**config.mk**
```make
export PLATFORM = sky130hd
export DESIGN_NAME = twiddle_gain_tuner
export DESIGN_NICKNAME = d
export VERILOG_FILES = /design/src/sv/tgt_pkg.sv /design/src/sv/tgt_front.sv /design/src/sv/tgt_back.sv /design/src/sv/twiddle_gain_tuner.sv
export SDC_FILE = /design/constraint.sdc
export NUM_CORES = 2
export LEC_CHECK = 0
export BUFFER_PORTS_ARGS = -buffer_cell sky130_fd_sc_hd__buf_2
export CORE_UTILIZATION = 43
export CTS_CLUSTER_DIAMETER = 40
export CTS_CLUSTER_SIZE = 16
export DETAILED_ROUTE_END_ITERATION = 12
export SYNTH_ARGS = -nofsm -noshare
export SYNTH_HDL_FRONTEND = slang
export SYNTH_SLANG_ARGS = --single-unit
```
**constraint.sdc**
```tcl
create_clock -name i_clk -period 18.1 [get_ports i_clk]
set_input_delay 0.905 -clock i_clk [delete_from_list [all_inputs] [get_ports i_clk]]
set_output_delay 0.905 -clock i_clk [all_outputs]
set_load 0.005 [all_outputs]
```
**src/sv/tgt_pkg.sv**
```systemverilog
package tgt_pkg;

    localparam int MAX_GAINS   = 8;
    localparam int IDX_W       = 3;
    localparam int WORD_W      = 32;
    localparam int SUM_W       = 35;
    localparam int COUNT_W     = 4;
    localparam int QUEUE_DEPTH = 2;

    // opcodes of an input request
    localparam logic OP_LOAD   = 1'b0;
    localparam logic OP_REPORT = 1'b1;

    // configuration register indexes
    localparam logic CFG_STOP_THRESHOLD = 1'b0;
    localparam logic CFG_GAINS_IN_USE   = 1'b1;

    localparam logic [WORD_W-1:0]  THRESHOLD_RESET = 32'd13107;
    localparam logic [COUNT_W-1:0] GAINS_RESET     = 4'd3;

    typedef struct packed {
        logic              is_report;
        logic [IDX_W-1:0]  index;
        logic [WORD_W-1:0] value;
        logic [WORD_W-1:0] step;
        logic [WORD_W-1:0] err;
    } t_cmd;

    typedef struct packed {
        logic [WORD_W-1:0]  stop_threshold;
        logic [COUNT_W-1:0] gains_in_use;
    } t_cfg;

    typedef struct packed {
        logic [IDX_W-1:0]  gain_index;
        logic [WORD_W-1:0] gain_value;
        logic              converged;
        logic              last;
    } t_result;

endpackage

```
**src/sv/tgt_front.sv**
```systemverilog
module tgt_front
    import tgt_pkg::*;
(
    input  logic                     i_clk,
    input  logic                     i_rst_n,
    input  logic                     i_in_valid,
    output logic                     o_in_stall,
    input  logic                     i_opcode,
    input  logic [IDX_W-1:0]         i_entry_index,
    input  logic [WORD_W-1:0]        i_start_value,
    input  logic [WORD_W-1:0]        i_start_step,
    input  logic [WORD_W-1:0]        i_error_score,
    output logic                     o_cmd_valid,
    output t_cmd                     o_cmd,
    input  logic                     i_cmd_pop
);

    localparam int PTR_W = (QUEUE_DEPTH > 1) ? $clog2(QUEUE_DEPTH) : 1;
    localparam int CNT_W = $clog2(QUEUE_DEPTH + 1);

    t_cmd             r_fifo [QUEUE_DEPTH];
    logic [PTR_W-1:0] r_wr_ptr, n_wr_ptr;
    logic [PTR_W-1:0] r_rd_ptr, n_rd_ptr;
    logic [CNT_W-1:0] r_count,  n_count;

    logic accept, keep, push, pop;
    t_cmd cmd_in;

    assign o_in_stall = (r_count == CNT_W'(QUEUE_DEPTH));
    assign accept     = i_in_valid && !o_in_stall;
    // drop loads aimed past the store
    assign keep       = (i_opcode == OP_REPORT) || (int'(i_entry_index) < MAX_GAINS);
    assign push       = accept && keep;
    assign pop        = i_cmd_pop && (r_count != '0);

    assign cmd_in.is_report = (i_opcode == OP_REPORT);
    assign cmd_in.index     = i_entry_index;
    assign cmd_in.value     = i_start_value;
    assign cmd_in.step      = i_start_step;
    assign cmd_in.err       = i_error_score;

    assign o_cmd_valid = (r_count != '0);
    assign o_cmd       = r_fifo[r_rd_ptr];

    always_comb begin
        n_wr_ptr = r_wr_ptr;
        n_rd_ptr = r_rd_ptr;
        n_count  = r_count;
        if (push) begin
            n_wr_ptr = (r_wr_ptr == PTR_W'(QUEUE_DEPTH - 1)) ? '0 : r_wr_ptr + 1'b1;
        end
        if (pop) begin
            n_rd_ptr = (r_rd_ptr == PTR_W'(QUEUE_DEPTH - 1)) ? '0 : r_rd_ptr + 1'b1;
        end
        if (push && !pop) begin
            n_count = r_count + 1'b1;
        end else if (pop && !push) begin
            n_count = r_count - 1'b1;
        end
    end

    always_ff @(posedge i_clk) begin
        if (!i_rst_n) begin
            r_wr_ptr <= '0;
            r_rd_ptr <= '0;
            r_count  <= '0;
        end else begin
            r_wr_ptr <= n_wr_ptr;
            r_rd_ptr <= n_rd_ptr;
            r_count  <= n_count;
        end
    end

    always_ff @(posedge i_clk) begin
        if (push) begin
            r_fifo[r_wr_ptr] <= cmd_in;
        end
    end

endmodule

```
**src/sv/tgt_back.sv**
```systemverilog
module tgt_back
    import tgt_pkg::*;
#(
    parameter int FRAC_BITS = 16
)
(
    input  logic    i_clk,
    input  logic    i_rst_n,
    input  t_cfg    i_cfg,
    input  logic    i_cmd_valid,
    input  t_cmd    i_cmd,
    output logic    o_cmd_pop,
    output logic    o_out_valid,
    input  logic    i_out_stall,
    output t_result o_out
);

    localparam int K_W  = FRAC_BITS + 1;
    localparam int PW   = WORD_W + K_W;
    localparam longint unsigned K105_L = ((64'd105 << FRAC_BITS) + 64'd50) / 64'd100;
    localparam longint unsigned K110_L = ((64'd110 << FRAC_BITS) + 64'd50) / 64'd100;
    localparam longint unsigned K095_L = ((64'd95 << FRAC_BITS) + 64'd50) / 64'd100;
    localparam logic [K_W-1:0] K_105 = K105_L[K_W-1:0];
    localparam logic [K_W-1:0] K_110 = K110_L[K_W-1:0];
    localparam logic [K_W-1:0] K_095 = K095_L[K_W-1:0];
    localparam logic [PW-1:0]  HALF  = PW'(1) << (FRAC_BITS - 1);

    localparam logic [WORD_W-1:0] S_MAX = {1'b0, {(WORD_W-1){1'b1}}};
    localparam logic [WORD_W-1:0] S_MIN = {1'b1, {(WORD_W-1){1'b0}}};

    localparam logic [2:0] ST_IDLE  = 3'd0;
    localparam logic [2:0] ST_EXEC  = 3'd1;
    localparam logic [2:0] ST_ROUND = 3'd2;
    localparam logic [2:0] ST_ADV   = 3'd3;
    localparam logic [2:0] ST_BUMP  = 3'd4;

    function automatic logic [WORD_W-1:0] sat33(input logic [WORD_W:0] v);
        if (v[WORD_W] != v[WORD_W-1]) begin
            return v[WORD_W] ? S_MIN : S_MAX;
        end
        return v[WORD_W-1:0];
    endfunction

    function automatic logic [WORD_W-1:0] sat34(input logic [WORD_W+1:0] v);
        if ((v[WORD_W+1] != v[WORD_W]) || (v[WORD_W] != v[WORD_W-1])) begin
            return v[WORD_W+1] ? S_MIN : S_MAX;
        end
        return v[WORD_W-1:0];
    endfunction

    // gain and step stores
    logic [WORD_W-1:0] gain_mem [MAX_GAINS];
    logic [WORD_W-1:0] step_mem [MAX_GAINS];
    logic [WORD_W-1:0] r_gain_q, r_step_q;

    logic [2:0]        r_state,     n_state;
    logic [IDX_W-1:0]  r_active,    n_active;
    logic              r_have_best, n_have_best;
    logic              r_retry,     n_retry;
    logic [WORD_W-1:0] r_best,      n_best;
    logic [SUM_W-1:0]  r_sum,       n_sum;
    logic [WORD_W-1:0] r_err;
    logic [PW-1:0]     r_prod;
    logic              r_neg;
    logic              r_out_valid, n_out_valid;
    t_result           r_out;

    logic              rd_en;
    logic [IDX_W-1:0]  rd_addr;
    logic              gain_we, step_we;
    logic [IDX_W-1:0]  gain_wa, step_wa;
    logic [WORD_W-1:0] gain_wd, step_wd;
    logic              emit, out_free, pop, mul_en;
    t_result           emit_res;
    logic [K_W-1:0]    kmul;

    logic [WORD_W-1:0]  step_mag;
    logic [WORD_W:0]    gain_up;
    logic [WORD_W+1:0]  gain_dn;
    logic [PW-1:0]      rsum;
    logic [WORD_W:0]    rp;
    logic [WORD_W-1:0]  new_step;
    logic               converged;
    logic [COUNT_W-1:0] in_use;
    logic [COUNT_W-1:0] nx_wide;
    logic [IDX_W-1:0]   nx;

    assign out_free = !r_out_valid || !i_out_stall;
    assign pop      = (r_state == ST_IDLE) && i_cmd_valid;
    assign o_cmd_pop   = pop;
    assign o_out_valid = r_out_valid;
    assign o_out       = r_out;

    assign step_mag = r_step_q[WORD_W-1] ? (~r_step_q + 1'b1) : r_step_q;
    assign gain_up  = {r_gain_q[WORD_W-1], r_gain_q} + {r_step_q[WORD_W-1], r_step_q};
    assign gain_dn  = {{2{r_gain_q[WORD_W-1]}}, r_gain_q}
                    - {r_step_q[WORD_W-1], r_step_q, 1'b0};

    // round to nearest on the magnitude, then saturate with the sign
    assign rsum = r_prod + HALF;
    assign rp   = rsum[FRAC_BITS +: (WORD_W + 1)];
    always_comb begin
        if (r_neg) begin
            new_step = (rp > {1'b0, S_MIN}) ? S_MIN : (~rp[WORD_W-1:0] + 1'b1);
        end else begin
            new_step = (rp > {1'b0, S_MAX}) ? S_MAX : rp[WORD_W-1:0];
        end
    end

    assign converged = $signed(r_sum) <= $signed({{(SUM_W-WORD_W){1'b0}}, i_cfg.stop_threshold});

    always_comb begin
        if (i_cfg.gains_in_use == '0) begin
            in_use = COUNT_W'(1);
        end else if (int'(i_cfg.gains_in_use) > MAX_GAINS) begin
            in_use = COUNT_W'(MAX_GAINS);
        end else begin
            in_use = i_cfg.gains_in_use;
        end
    end
    assign nx_wide = COUNT_W'(r_active) + 1'b1;
    assign nx      = (nx_wide >= in_use) ? '0 : nx_wide[IDX_W-1:0];

    always_comb begin
        n_state     = r_state;
        n_active    = r_active;
        n_have_best = r_have_best;
        n_retry     = r_retry;
        n_best      = r_best;
        n_sum       = r_sum;
        rd_en       = 1'b0;
        rd_addr     = r_active;
        gain_we     = 1'b0;
        gain_wa     = r_active;
        gain_wd     = gain_up[WORD_W-1:0];
        step_we     = 1'b0;
        step_wa     = r_active;
        step_wd     = new_step;
        emit        = 1'b0;
        emit_res    = '0;
        mul_en      = 1'b0;
        kmul        = K_110;

        unique case (r_state)
            ST_IDLE: begin
                if (pop) begin
                    if (!i_cmd.is_report) begin
                        gain_we = 1'b1;
                        gain_wa = i_cmd.index;
                        gain_wd = i_cmd.value;
                        step_we = 1'b1;
                        step_wa = i_cmd.index;
                        step_wd = i_cmd.step;
                        if (i_cmd.index == '0) begin
                            n_sum       = SUM_W'($signed(i_cmd.step));
                            n_have_best = 1'b0;
                            n_retry     = 1'b0;
                        end else begin
                            n_sum = r_sum + SUM_W'($signed(i_cmd.step));
                        end
                    end else if (!r_have_best) begin
                        // first report: take it as the best and bump gain 0
                        n_best      = i_cmd.err;
                        n_have_best = 1'b1;
                        n_active    = '0;
                        rd_en       = 1'b1;
                        rd_addr     = '0;
                        n_state     = ST_BUMP;
                    end else begin
                        rd_en   = 1'b1;
                        rd_addr = r_active;
                        n_state = ST_EXEC;
                    end
                end
            end
            ST_EXEC: begin
                priority if (converged) begin
                    emit_res = '{gain_index: r_active, gain_value: r_gain_q,
                                 converged: 1'b1, last: 1'b1};
                    emit = 1'b1;
                    if (out_free) begin
                        n_state = ST_IDLE;
                    end
                end else if (r_err < r_best) begin
                    n_best  = r_err;
                    kmul    = r_retry ? K_105 : K_110;
                    mul_en  = 1'b1;
                    n_state = ST_ROUND;
                end else if (r_retry) begin
                    emit_res = '{gain_index: r_active, gain_value: sat33(gain_up),
                                 converged: 1'b0, last: 1'b0};
                    emit = 1'b1;
                    if (out_free) begin
                        gain_we = 1'b1;
                        gain_wd = sat33(gain_up);
                        kmul    = K_095;
                        mul_en  = 1'b1;
                        n_state = ST_ROUND;
                    end
                end else begin
                    emit_res = '{gain_index: r_active, gain_value: sat34(gain_dn),
                                 converged: 1'b0, last: 1'b1};
                    emit = 1'b1;
                    if (out_free) begin
                        gain_we = 1'b1;
                        gain_wd = sat34(gain_dn);
                        n_retry = 1'b1;
                        n_state = ST_IDLE;
                    end
                end
            end
            ST_ROUND: begin
                step_we = 1'b1;
                n_sum   = r_sum + SUM_W'($signed(new_step)) - SUM_W'($signed(r_step_q));
                n_retry = 1'b0;
                n_state = ST_ADV;
            end
            ST_ADV: begin
                n_active = nx;
                rd_en    = 1'b1;
                rd_addr  = nx;
                n_state  = ST_BUMP;
            end
            ST_BUMP: begin
                emit_res = '{gain_index: r_active, gain_value: sat33(gain_up),
                             converged: 1'b0, last: 1'b1};
                emit = 1'b1;
                if (out_free) begin
                    gain_we = 1'b1;
                    gain_wd = sat33(gain_up);
                    n_state = ST_IDLE;
                end
            end
            default: begin
                n_state = ST_IDLE;
            end
        endcase

        if (out_free) begin
            n_out_valid = emit;
        end else begin
            n_out_valid = r_out_valid;
        end
    end

    always_ff @(posedge i_clk) begin
        if (!i_rst_n) begin
            r_state     <= ST_IDLE;
            r_active    <= '0;
            r_have_best <= 1'b0;
            r_retry     <= 1'b0;
            r_best      <= '0;
            r_sum       <= '0;
            r_out_valid <= 1'b0;
        end else begin
            r_state     <= n_state;
            r_active    <= n_active;
            r_have_best <= n_have_best;
            r_retry     <= n_retry;
            r_best      <= n_best;
            r_sum       <= n_sum;
            r_out_valid <= n_out_valid;
        end
    end

    always_ff @(posedge i_clk) begin
        if (gain_we) begin
            gain_mem[gain_wa] <= gain_wd;
        end
        if (step_we) begin
            step_mem[step_wa] <= step_wd;
        end
        if (rd_en) begin
            r_gain_q <= gain_mem[rd_addr];
            r_step_q <= step_mem[rd_addr];
        end
    end

    always_ff @(posedge i_clk) begin
        if (pop) begin
            r_err <= i_cmd.err;
        end
        if (mul_en) begin
            r_prod <= PW'(step_mag) * PW'(kmul);
            r_neg  <= r_step_q[WORD_W-1];
        end
        if (emit && out_free) begin
            r_out <= emit_res;
        end
    end

endmodule

```
**src/sv/twiddle_gain_tuner.sv**
```systemverilog
// Coordinate-descent gain tuner for up to eight Q16.16 gains.
// Input channel (i_in_valid / o_in_stall): a load request (opcode 0) writes
// one entry's start value and step; loading entry 0 restarts the search.
// A report request (opcode 1) hands in the error of the last trial and
// yields one or two results.
// Output channel (o_out_valid / i_out_stall): each result names a gain and
// its new value, or flags convergence; o_last marks the final result of a
// report.
// Config channel (i_cfg_valid / o_cfg_ready, always ready): index 0 is the
// stop threshold, index 1 the number of gains in use; write while idle.
// A request enters a two-entry queue at its accepting edge; the sequencer
// can take it from the next cycle on. A load is written to the stores as
// it leaves the queue. A report that converges, is the first report or is
// a first miss needs a store read followed by its emitting step; an
// improvement or a second miss runs read, step multiply, round, advance,
// bump. The first result is registered after the read and, on an
// improvement, after the multiply, round and advance steps as well.
// Reset empties the queue and output register and restarts the search;
// stored gains and steps must be reloaded. While the receiver stalls, the
// result holds, the sequencer waits and the queue fills, then stalls input.
module twiddle_gain_tuner
    import tgt_pkg::*;
#(
    parameter int FRAC_BITS = 16
)
(
    input  logic                     i_clk,
    input  logic                     i_rst_n,
    input  logic                     i_in_valid,
    output logic                     o_in_stall,
    input  logic                     i_opcode,
    input  logic [IDX_W-1:0]         i_entry_index,
    input  logic signed [WORD_W-1:0] i_start_value,
    input  logic signed [WORD_W-1:0] i_start_step,
    input  logic [WORD_W-1:0]        i_error_score,
    output logic                     o_out_valid,
    input  logic                     i_out_stall,
    output logic [IDX_W-1:0]         o_gain_index,
    output logic signed [WORD_W-1:0] o_gain_value,
    output logic                     o_converged,
    output logic                     o_last,
    input  logic                     i_cfg_valid,
    output logic                     o_cfg_ready,
    input  logic                     i_cfg_index,
    input  logic [WORD_W-1:0]        i_cfg_data
);

    t_cfg    r_cfg;
    logic    cmd_valid;
    t_cmd    cmd;
    logic    cmd_pop;
    t_result out_res;

    // config registers: always take a write request
    assign o_cfg_ready = 1'b1;

    always_ff @(posedge i_clk) begin
        if (!i_rst_n) begin
            r_cfg.stop_threshold <= THRESHOLD_RESET;
            r_cfg.gains_in_use   <= GAINS_RESET;
        end else if (i_cfg_valid && o_cfg_ready) begin
            unique case (i_cfg_index)
                CFG_STOP_THRESHOLD: r_cfg.stop_threshold <= i_cfg_data;
                CFG_GAINS_IN_USE:   r_cfg.gains_in_use   <= i_cfg_data[COUNT_W-1:0];
                default: ;
            endcase
        end
    end

    // front: accept, classify, queue
    tgt_front u_front (
        .i_clk         (i_clk),
        .i_rst_n       (i_rst_n),
        .i_in_valid    (i_in_valid),
        .o_in_stall    (o_in_stall),
        .i_opcode      (i_opcode),
        .i_entry_index (i_entry_index),
        .i_start_value (i_start_value),
        .i_start_step  (i_start_step),
        .i_error_score (i_error_score),
        .o_cmd_valid   (cmd_valid),
        .o_cmd         (cmd),
        .i_cmd_pop     (cmd_pop)
    );

    // back: run the search step and register the results
    tgt_back #(
        .FRAC_BITS (FRAC_BITS)
    ) u_back (
        .i_clk       (i_clk),
        .i_rst_n     (i_rst_n),
        .i_cfg       (r_cfg),
        .i_cmd_valid (cmd_valid),
        .i_cmd       (cmd),
        .o_cmd_pop   (cmd_pop),
        .o_out_valid (o_out_valid),
        .i_out_stall (i_out_stall),
        .o_out       (out_res)
    );

    assign o_gain_index = out_res.gain_index;
    assign o_gain_value = out_res.gain_value;
    assign o_converged  = out_res.converged;
    assign o_last       = out_res.last;

endmodule

```
### After elaboration in Yosys (flattened, before gate mapping)

Memory sizes are Yosys's and may differ from the RTL's. A register that Yosys moved wholly into a read port is not among the register bits.
Index checks and enable logic that the tools add are counted.

* flip-flop bits (word level): 235
* RAM bits: 712
* output and inout bits: 40
* memories kept: 3

Memory list
* u_back.gain_mem: depth 8, width 32, rd ports 1, clocked after Yosys merged registers in 1, wr ports 1, line tgt_back.sv:52 `logic [WORD_W-1:0] gain_mem [MAX_GAINS];`
* u_back.step_mem: depth 8, width 32, rd ports 1, clocked after Yosys merged registers in 1, wr ports 1, line tgt_back.sv:53 `logic [WORD_W-1:0] step_mem [MAX_GAINS];`
* u_front.r_fifo: depth 2, width 100, rd ports 1, clocked after Yosys merged registers in 1, wr ports 1, line tgt_front.sv:21 `t_cmd r_fifo [QUEUE_DEPTH];`

* $add $sub $neg: 13
* multipliers: 1
* $lt $le $gt $ge: 6
* eq/ne operators: 17
* muxes and demuxes: 124
* bitwise gates (word level): 3
* reductions and logical operators: 29

Operators with widths (number)
* two-way mux 32 bit: 30
* two-way mux 35 bit: 3
* one-hot mux 32 bit (3 select lines): 1
* two-way mux 17 bit: 5
* two-way mux 37 bit: 2
* one-hot mux 37 bit (2 select lines): 1
* adder 35 bit: 2
* one-hot mux 35 bit (2 select lines): 1
* adder 32 x 1 -> 32 bit (second input constant): 2
* NOT 32 bit: 2
* one-hot mux 32 bit (2 select lines): 1
* two-way mux 1 bit: 52
* adder 49 x 16 -> 49 bit (second input constant): 1
* multiplier 32 x 17 -> 49 bit: 1
* two-way mux 3 bit: 15
* less-or-equal comparator 35 x 33 -> 1 bit: 1
* subtractor 35 bit: 1
* two-way mux 34 bit: 1
* subtractor 32 x 33 -> 34 bit: 1
* adder 32 x 32 -> 33 bit: 1
* > comparator 33 x 31 -> 1 bit (second input constant): 1
* > comparator 33 x 32 -> 1 bit (second input constant): 1
* < comparator 32 bit: 1
* one-hot mux 3 bit (5 select lines): 1
* 31 further kinds: 65

### Logic depth before layout (Yosys ltp)

* depth in word-level cells: 15
* mapped depth: 38

### Modules after synthesis

From an unflattened synthesis, not the netlist that was laid out.

* cell total of the unflattened synthesis: 6465
* area, all modules: 66460.0 µm²

Modules (own cells, without submodules)
* tgt_back: times used 1, cells an instance 5969, area each 57471.4 µm², sequential area each 21941.0 µm²
* tgt_front: times used 1, cells an instance 336, area each 7448.4 µm², sequential area each 6105.9 µm²
* twiddle_gain_tuner: times used 1, cells an instance 160, area each 1540.2 µm², sequential area each 720.7 µm²

### Least setup slack after synthesis

No wires, ideal clock.

* path kind: reg-to-reg
* from: register u_back.r_err[9]
* to: register u_back.r_prod[46] (data pin)
* library setup time: 0.270 ns
* data arrival time: 8.769 ns
* required time: 17.830 ns
* path slack: 9.061 ns
* stages on the path, launching flop included: 34
* period minus slack after synthesis: 9.039 ns
* path through: edfxtp_1 > ha_1 > a21o_1 > a21o_1 > a21o_1 > a221o_1 > a21oi_1 > o41ai_4 > and3_1 > buf_2 > nand3_1 > clkbuf_1 > clkbuf_1 > nand2_1 > fa_1 > fa_1 > fa_1 > inv_1 > fa_1 > fa_1 > inv_1 > fa_1 > inv_1 > ha_1 > a21o_1 > a221o_1 > a21o_1 > a22o_1 > a211o_1 > a2bb2oi_1 > a211o_1 > a221oi_2 > o21a_1 > o311ai_1

* longest elaborated chain between the ends: 5

RTL lines
* from (decl): line tgt_back.sv:62 `logic [WORD_W-1:0] r_err;`
* from (signal assigned): line tgt_back.sv:281 `r_err <= i_cmd.err;`
* < comparator 32 bit: line tgt_back.sv:184 `end else if (r_err < r_best) begin`
* two-way mux 17 bit: line tgt_back.sv:184
* two-way mux 17 bit: line tgt_back.sv:177 `priority if (converged) begin`
* two-way mux 17 bit: line tgt_back.sv:144 `unique case (r_state)`
* multiplier 32 x 17 -> 49 bit: line tgt_back.sv:284 `r_prod <= PW'(step_mag) * PW'(kmul);`
* to (signal assigned): line tgt_back.sv:284
* to (decl): line tgt_back.sv:63 `logic [PW-1:0] r_prod;`

Every way passes these cells.
A chain may end at the register's enable or synchronous reset.

### Worst setup path after layout

* from: register u_back.r_err[6]
* to: register u_back.r_prod[46] (data pin)

Same word-level chain as after synthesis.

==> results by stage <==
Final layout:
- The final instance count without filler cells is between 7000 and 8000.
- After the last flow step, the layout net total stands at 6760.
- Cells fill 49.0% of the core in the end.
- The diode insertion count for antenna repair is 0.
- Relative to the synthesized area, the layout overhead comes to 12.7%.
- The post-route netlist has 15.6% of its cells at a drive strength greater than 1.

Floorplanning:
- Once the floorplan was initialized, standard cells occupied between 40% and 50% of the core.
- For this design the top-level I/O count stands at about 180.
- The die covers 156000 µm².
- The chip width is slightly below 400 µm.
- The initialized floorplan defines around 140 standard-cell rows.
- The region available for standard cell placement spans 152000 µm².
- The overall die height is just under 400 µm.

Yosys:
- The average size of a mapped cell is between 10 and 15 µm².
- In this run the cell area of the synthesized design comes to roughly 66000 µm².
- Synthesis inferred around 1000 register bits.
- Yosys mapped a number of flops with a built-in enable equal to slightly below 900.
- Counting instances in the post-synthesis netlist gives the leading cell types as sky130_fd_sc_hd__edfxtp_1, sky130_fd_sc_hd__inv_1, sky130_fd_sc_hd__fa_1.
- The cell with the most instances after synthesis is sky130_fd_sc_hd__edfxtp_1.
- The synthesized instance count is between 5000 and 6000.
- In the synthesized netlist, mux cells make up 8.54% of the area.
- Counting distinct cell types in the post-synthesis netlist gives 118.
- In the post-synthesis netlist, the biggest area contributors are sky130_fd_sc_hd__edfxtp_1, sky130_fd_sc_hd__fa_1, sky130_fd_sc_hd__ha_1.
- The synthesis warning total is 0.
- After Yosys synthesis, and, or, nand and nor cells account for slightly below 9% of the synthesized area.
- Summing the areas of all compound-gate instances in the mapped netlist gives between 10% and 20% of the synthesized area.
- The share of synthesized area in the top cell type comes to between 30% and 40%.
- The synthesized-area fraction occupied by adder cells is roughly 20%.
- Among all flip-flop cells after synthesis, the most frequent one is sky130_fd_sc_hd__edfxtp_1.
- The post-synthesis sequential area ratio is around 43%.
- The xor-xnor portion of the synthesized cell area is about 3.2%.
- When the netlist entered floorplanning its net count stood at approximately 6600.
- After synthesis, the largest family of logic cells by area is adder cells.
- The cell type with the highest aggregate area in the netlist is sky130_fd_sc_hd__edfxtp_1.
- Counting flops with an async set or reset pin after synthesis yields a share of 0%.

Global route:
- The number of antenna violations at the first check in global routing was 1.
- The wire length of the first global-routing pass is 295000 µm.
- After global routing the overflow that remains totals 0.
- The pin count of the biggest net entering global routing is 60.
- The via count of the first global-routing pass is between 40000 and 50000.
- For this run, the total global-route usage over all layers was measured as around 25%.

Critical path:
- The biggest cell delay along the critical path is slightly below 0.8 ns.
- Among all stages on the critical path, the largest delay is contributed by sky130_fd_sc_hd__o41ai_4.
- By startpoint and endpoint, the worst setup path is classified as flop to flop.
- STA classifies the critical path startpoint as a flop.
- The worst path arrival time is 11.68 ns.
- The maximum net fanout on the critical path is 49.
- The data required time of the critical path is ~19 ns.
- The category of the worst setup path capture point is a flop.
- The cell with the most instances on the worst path is sky130_fd_sc_hd__fa_1.

Timing:
- Setup repair after global routing left no endpoint under its margin.
- The slew at the pin closest to its max-slew limit is 1.30 ns.
- The post-route worst hold slack is ~0.30 ns.
- The number of endpoints with negative hold slack in the final report is 0.
- Based on the critical path, the design can be clocked at up to roughly 89 MHz.
- After layout, the minimum clock period comes to around 11 ns.
- Dividing the final minimum period by the clock period gives a little over 60%.
- The setup TNS is 0 ns.
- The max-slew violation count is 0.
- The number of endpoints failing setup at the final stage is 0.
- The tightest slew margin relative to the limit is between 10% and 20%.
- The clock arrives with between 0.08 and 0.09 ns of skew.

Clock tree:
- Gates resized during post-CTS repair numbered 0.
- The number of buffers inserted to repair setup after CTS is 0.
- The CTS clock-pin slew for the worst setup and hold paths is approximately 0.070 ns.
- The H-tree generated during clock tree synthesis spans 4 levels.
- In this run, post-CTS hold repair placed 0 buffers.
- The clock sink count is ~1000.
- The CTS tree is done.
- The clock passes through at most 3 buffers.
- The clock root buffer is sky130_fd_sc_hd__clkbuf_16.
- The source-to-sink clock delay at the later pin of the worst-skew pair is around 0.80 ns.
- The number of clock buffers added by TritonCTS is 142.

Flow run:
- The tool flagged a number of max-cap violations equal to 0.

Placement:
- The count of buffers inserted at the top-level ports is roughly 180.
- At the end of routability-driven placement, the weighted congestion stood at between 0.9 and 1.
- The count of placed standard cells including taps is ~7700.
- Detailed placement ended at an HPWL of 149000 µm.

Route:
- The total iterations of the first detailed-routing run is 6.
- The count of nets left with antenna violations after detail routing is 0.
- The starting DRC count in detailed routing is about 4000.
- After detailed routing, the number of vias per cell comes to about 5.7.
- The final route contains about 46000 vias.
- The post-route DRC violation count is 0.
- After detailed routing, the average wire length per cell comes to around 25 µm.
- After detailed routing, the total wire length is roughly 200000 µm.

Run status:
- The run finished with clean final reports.

Hold path:
- The tightest min-delay check is of the input pin to flop type.
==> placed cells by master (no fill, tap or decap), types with 45 or more instances in the layout <==
cell,count
sky130_fd_sc_hd__fa_1,438
sky130_fd_sc_hd__xnor2_1,165
sky130_fd_sc_hd__nand2b_1,45
sky130_fd_sc_hd__a21o_1,124
sky130_fd_sc_hd__inv_1,703
sky130_fd_sc_hd__o21ai_0,184
sky130_fd_sc_hd__o211ai_1,47
sky130_fd_sc_hd__nand3_1,77
sky130_fd_sc_hd__ha_1,365
sky130_fd_sc_hd__mux4_2,128
sky130_fd_sc_hd__clkbuf_16,144
sky130_fd_sc_hd__buf_4,68
sky130_fd_sc_hd__dfxtp_1,116
sky130_fd_sc_hd__mux2_2,177
sky130_fd_sc_hd__nand2_1,416
sky130_fd_sc_hd__nor2_1,330
sky130_fd_sc_hd__a21oi_1,350
sky130_fd_sc_hd__mux2i_1,78
sky130_fd_sc_hd__edfxtp_1,880
sky130_fd_sc_hd__xor2_1,75
sky130_fd_sc_hd__nor3_1,81
sky130_fd_sc_hd__buf_2,176
==> layer usage <==
metal  part of all wire [%]  vias to the layer above  track usage [%]  wire (µm)
li1                       -                    20500                -          -
met1                     44                    23100             35.8      87000
met2                     46                     1689             40.2      91600
met3                    6.6                      285             3.70      13100
met4                    3.0                        0             7.83       5900
met5                      0                        -                0          0
==> registers in the layout (all words and copies together), names as in the netlist, named ones only <==
| register | count |
|---|---|
| u_back.gain_mem | 256 |
| u_back.step_mem | 256 |
| u_front.r_fifo | 200 |
| u_back.o_out | 37 |
| r_cfg | 36 |
| u_back.r_sum | 35 |
| u_back.r_prod | 34 |
| u_back.r_best | 32 |
| u_back.r_err | 32 |
| u_back.r_gain_q | 32 |
| u_back.r_step_q | 32 |
| u_back.r_active | 3 |
| u_back.r_state | 3 |
| u_front.r_count | 2 |
| u_back.o_out_valid | 1 |
| u_back.r_have_best | 1 |
| u_back.r_neg | 1 |
| u_back.r_retry | 1 |
| u_front.r_rd_ptr | 1 |
| u_front.r_wr_ptr | 1 |
==> worst max-delay path, delay by kind of cell (launching register included) <==
family	cells	cell delay, ns
buffers and inverters	5	0.74
AND/OR/NAND/NOR	5	2.00
AO/OA/AOI/OAI	13	3.92
adder cells (fa/ha/maj)	8	3.68
flip-flops	1	0.41
==> final cells by class <==
type | instances | area, µm²
Clock buffer | 157 | 3690
Clock inverter | 105 | 1450
Fill cell | 13600 | 77800
Inverter | 706 | 2650
Multi-Input combinational cell | 3728 | 34200
Sequential cell | 997 | 28800
Tap cell | 2030 | 2540
Timing Repair Buffer | 244 | 1390
==> cell families (layout without fill, tap and decap cells) <==
| kind of cell | after synthesis | after routing |
|---|---|---|
| multiplexers | 383 | 383 |
| AO/OA/AOI/OAI | 1065 | 1065 |
| AND/OR/NAND/NOR | 1234 | 1234 |
| adder cells (fa/ha/maj) | 803 | 803 |
| flip-flops | 997 | 997 |
| other | 2 | 2 |
| XOR/XNOR | 241 | 241 |
| buffers and inverters | 915 | 1212 |
==> stage by stage <==
| stage | setup WS [ns] | instance area (µm²) |
|---|---|---|
| final | 6.89 | 74700 |
| after global routing | 6.43 | 74700 |
| after CTS | 6.97 | 74700 |
| after detailed placement | 7.11 | 69500 |
| after global placement | 7.28 | 69500 |
| after floorplan | 9.06 | 66300 |
==> path summary, 6_finish.rpt <==
| check | start | end | slack [ns] | depth (start not counted) |
|---|---|---|---|---|
| max | u_back.r_err[6]$_DFFE_PP_ | u_back.r_prod[46]$_DFFE_PP_ | 6.89 | 31 |
| min | i_error_score[1] | u_front.r_fifo[0][1]$_DFFE_PP_ | 0.30 | 1 |
| max reg2reg | u_back.r_err[6]$_DFFE_PP_ | u_back.r_prod[46]$_DFFE_PP_ | 6.89 | 31 |
| min reg2reg | r_cfg[34]$_SDFFE_PN0P_ | r_cfg[34]$_SDFFE_PN0P_ | 0.45 | 2 |
Power is left out: the tool's default activity adds up to more than one toggle a clock period on the data nets, which glitch-free logic cannot reach.
